File: src/rtl/core/spd_pkg.sv
`timescale 1ns / 1ps
`default_nettype none

package spd_pkg;

    // sizing
    localparam int MAX_SLOTS_DEF = 1024;
    localparam int PAGE_BYTES    = 16384;
    localparam int SLOT_BYTES    = 8;

    // field widths
    localparam int MODE_W     = 3;
    localparam int ID_W       = 31;
    localparam int BYTES_W    = 15;
    localparam int OFF_W      = 14;
    localparam int STATUS_W   = 3;
    localparam int S_TDATA_W  = 56;
    localparam int M_TDATA_W  = 64;
    localparam int CFG_ADDR_W = 1;
    localparam int CFG_DATA_W = 31;

    // register reset values
    localparam int USABLE_RST_VAL = 16320;
    localparam logic [ID_W-1:0]    FIRST_ROW_ID_RST = '0;
    localparam logic [BYTES_W-1:0] USABLE_RST       = BYTES_W'(USABLE_RST_VAL);
    localparam logic [BYTES_W-1:0] FREE_RST =
        BYTES_W'((USABLE_RST_VAL < PAGE_BYTES) ? USABLE_RST_VAL : PAGE_BYTES);

    typedef enum logic [MODE_W-1:0] {
        MODE_FORMAT = 3'd0,
        MODE_INSERT = 3'd1,
        MODE_DELETE = 3'd2,
        MODE_LOOKUP = 3'd3,
        MODE_EXISTS = 3'd4,
        MODE_SCAN   = 3'd5,
        MODE_REWIND = 3'd6
    } mode_t;

    typedef enum logic [STATUS_W-1:0] {
        STS_OK        = 3'd0,
        STS_NO_SPACE  = 3'd1,
        STS_NOT_FOUND = 3'd2,
        STS_DELETED   = 3'd3,
        STS_NO_MORE   = 3'd4
    } status_t;

    typedef enum logic [CFG_ADDR_W-1:0] {
        CFG_FIRST_ROW_ID = 1'b0,
        CFG_USABLE_BYTES = 1'b1
    } cfg_reg_t;

    // one directory entry
    typedef struct packed {
        logic              tomb;
        logic [ID_W-1:0]   row_id;
        logic [OFF_W-1:0]  offset;
    } slot_t;

    localparam int SLOT_W = $bits(slot_t);

    typedef enum logic [1:0] {
        ST_IDLE = 2'd0,
        ST_WALK = 2'd1,
        ST_DONE = 2'd2
    } ctrl_state_t;

    typedef struct packed {
        logic accept;
        logic walk;
        logic finish;
    } ctrl_cmd_t;

    typedef struct packed {
        logic walk_done;
        logic out_busy;
    } ctrl_sts_t;

endpackage

`default_nettype wire

File: src/rtl/core/spd_ctrl.sv
`timescale 1ns / 1ps
`default_nettype none

module spd_ctrl (
    input  wire logic                aclk,
    input  wire logic                aresetn,
    input  wire logic                s_tvalid,
    output logic                     s_tready,
    output spd_pkg::ctrl_cmd_t       cmd,
    input  wire spd_pkg::ctrl_sts_t  sts
);

    spd_pkg::ctrl_state_t state_reg, state_next;

    always_ff @(posedge aclk) begin
        if (!aresetn) begin
            state_reg <= spd_pkg::ST_IDLE;
        end else begin
            state_reg <= state_next;
        end
    end

    always_comb begin
        state_next = state_reg;
        case (state_reg)
            spd_pkg::ST_IDLE: begin
                if (s_tvalid) begin
                    state_next = spd_pkg::ST_WALK;
                end
            end
            spd_pkg::ST_WALK: begin
                if (sts.walk_done) begin
                    state_next = spd_pkg::ST_DONE;
                end
            end
            spd_pkg::ST_DONE: begin
                if (!sts.out_busy) begin
                    state_next = spd_pkg::ST_IDLE;
                end
            end
            default: state_next = spd_pkg::ST_IDLE;
        endcase
    end

    always_comb begin
        s_tready   = 1'b0;
        cmd        = '0;
        case (state_reg)
            spd_pkg::ST_IDLE: begin
                s_tready   = 1'b1;
                cmd.accept = s_tvalid;
            end
            spd_pkg::ST_WALK: begin
                cmd.walk = 1'b1;
            end
            spd_pkg::ST_DONE: begin
                cmd.finish = !sts.out_busy;
            end
            default: begin
                s_tready = 1'b0;
            end
        endcase
    end

endmodule

`default_nettype wire

File: config.mk
export PLATFORM = sky130hd
export DESIGN_NAME = spd_ctrl
export DESIGN_NICKNAME = d
export VERILOG_FILES = /design/src/rtl/core/spd_pkg.sv /design/src/rtl/core/spd_ctrl.sv
export SDC_FILE = /design/constraint.sdc
export NUM_CORES = 1
export LEC_CHECK = 0
export ABC_AREA = 1
export BUFFER_PORTS_ARGS = -buffer_cell sky130_fd_sc_hd__clkbuf_2
export CAP_MARGIN = 20
export CORE_AREA = 3 3 40 42
export DETAILED_ROUTE_END_ITERATION = 16
export DIE_AREA = 0 0 43 45
export SYNTH_ARGS = -nofsm -noshare
export SYNTH_HDL_FRONTEND = slang
export SYNTH_SLANG_ARGS = --single-unit
File: constraint.sdc
create_clock -name aclk -period 0.8 [get_ports aclk]
set_clock_uncertainty 0.05 [all_clocks]
set_input_delay 0.2 -clock aclk [delete_from_list [all_inputs] [get_ports aclk]]
set_output_delay 0.2 -clock aclk [all_outputs]
set_load 0.02 [all_outputs]
==> flow_summary.json <==
{
  "layout_min_cycle_time_ps": 1200,
  "status": "complete, but fails checks",
  "total_power_uw": 508,
  "clockBufferDepth": 2,
  "required_ps": 550,
  "drv_cap": 0,
  "final_nets": 36,
  "ios": 9,
  "synthCells": 15,
  "postSynth.asyncResetShare": 0,
  "cts_buffers": 3,
  "cts_setup_buffers": 0,
  "ys_warn_count": 0,
  "gr-usage-all-layers": 0.0466,
  "max_slew.worst_pin.slew_ps": 129,
  "regArea_um2": 47.5,
  "drc_errors": 0,
  "worst_slack_ps": -398,
  "antenna_found_initial": 0,
  "rrSetupSlack_ps": -120,
  "synth-edff-count": 0,
  "grt_pass1_vias": 169,
  "pre_cts_slack_ps": -196,
  "holdWs_ps": 162,
  "multiInputGateArea_um2": 81.3,
  "ir_drop_uv": 286,
  "yosysTopAreaCell": "dfxtp_1",
  "cp_data_arrival_time_ps": 950,
  "leakagePower_uw": 0.000129,
  "core_area_um2": 1280,
  "wirelength_um": 360,
  "syn_nets": 20,
  "globalplace.congestion": 0.600,
  "yosysUniqueCellTypes": 10,
  "setup_tns_ps": -1580,
  "dieArea_um2": 1940,
  "grt_max_degree": 6,
  "row_count": 13,
  "largest_reg_flops": 2,
  "htreeDepth": 1,
  "crit_fanout": 5,
  "synth_seq_area_share": 0.372,
  "diodes": 0,
  "min_path_type": "in -> reg",
  "drt_iter0_markers": 1,
  "grt_overflow": 0,
  "clockRootBuffer": "clkbuf_4",
  "path_clk_slew_ps": 30,
  "setup_viol": 6,
  "portBuffers": 8,
  "clk-insertion-delay-late_ps": 230,
  "fmaxAchievable_ghz": 0.835,
  "synth_area_um2": 108,
  "first_pass_iters": 2,
  "vias": 151,
  "timing_worst_setup_path_type": "reg -> out",
  "synth_top_area_frac": 0.372,
  "synthTopCellsByCount": "inv_1, dfxtp_1, nand3_1",
  "grt_pass1_wl_um": 614,
  "drt.antenna.violating_nets": 0,
  "viasPerCell": 3.36,
  "power_density_nw_per_um2": 1690,
  "fillCellCount": 153,
  "initial_core_util": 0.0837,
  "violations": "negative setup slack",
  "grt_setup_unrepaired": "yes",
  "startpoint_type": "flop",
  "maxSlewViolCount": 0,
  "final_area_um2": 302,
  "synthToLayoutAreaGrowth_pct": 180,
  "ys_seq_elements": 2,
  "cts_tree": "yes",
  "cp-end-kind": "output port",
  "ys.flop_type": "dfxtp_1",
  "die_w_um": 43,
  "slew_headroom": 0.914,
  "place_area_um2": 220,
  "drive_above_1_share": 0.833,
  "synth_area_per_cell_um2": 7.17,
  "die_h_um": 45,
  "fin_crit_sh": 1.50,
  "hold_buffers": 0,
  "synth_area_leaders": "dfxtp_1, inv_1, nand3_1, a21oi_2, nand3b_1",
  "clock_sinks": 2,
  "hold_viol": 0,
  "synth_most_common_cell": "inv_1",
  "wl_per_cell_um": 8.00,
  "dpl.hpwl_um": 263
}
worst paths after layout:
path,from,to,cells past startpoint
hold reg to reg,state_reg[0]$_SDFFE_PN0P_,state_reg[1]$_SDFFE_PN0P_,2
setup reg to reg,state_reg[0]$_SDFFE_PN0P_,state_reg[0]$_SDFFE_PN0P_,4
hold / removal,aresetn,state_reg[0]$_SDFFE_PN0P_,3
setup / recovery,state_reg[0]$_SDFFE_PN0P_,cmd[2],4
routing by layer:
layer,vias to the layer above,share of wire,track usage
met2,2,0.69,0.0778
met4,0,0,0.0542
li1,79,-,-
met1,70,0.28,0.0432
met3,0,0.031,0.0120
met5,-,0,0
logic make-up after synthesis:
group / Yosys count / synth area share
AND/OR/NAND/NOR: 7 / 0.360
buffers and inverters: 4 / 0.139
flip-flops: 2 / 0.372
AO/OA/AOI/OAI: 2 / 0.128
where the power goes:
| group | total (uW) | switching, uW | internal [uW] |
|---|---|---|---|
| clock | 248 | 62.5 | 186 |
| sequential | 121 | 15.5 | 105 |
| combinational | 140 | 63.1 | 76.5 |
cell usage in the layout (no fill, tap or decap), drive strengths merged:
cell    netlist  routed
inv           4       4
a21oi         2       2
nand3         2       2
nand3b        1       1
nor3          1       1
dfxtp         2       2
nand2         1       1
buf           0       5
clkbuf        0      10
nor2          2       2
critical path, cell delays in order (launching register included):
cell,delay [ps]
dfxtp_4,370
nor2_4,130
nand2_2,70
inv_2,60
buf_8,100
area by class of cell:
cell class	instances	share of cell area
Sequential cell	2	0.158
Tap cell	15	0.0622
Inverter	4	0.0664
Clock buffer	4	0.0871
Timing Repair Buffer	11	0.357
Multi-Input combinational cell	9	0.270
metrics by stage:
| stage | cells | util |
|---|---|---|
| floorplan | 15 | - |
| global placement | 41 | 0.171 |
| detailed placement | 41 | 0.171 |
| CTS | 45 | 0.226 |
| global route | 45 | 0.235 |
| finish | 45 | 0.235 |
timing repair:
action | CTS | global route
pin swaps | 2 | 3
hold endpoints to repair | 0 | 0
gates resized for setup | 11 | 4
setup endpoints to repair | 6 | 6
Power figures use the tool's default switching activity.
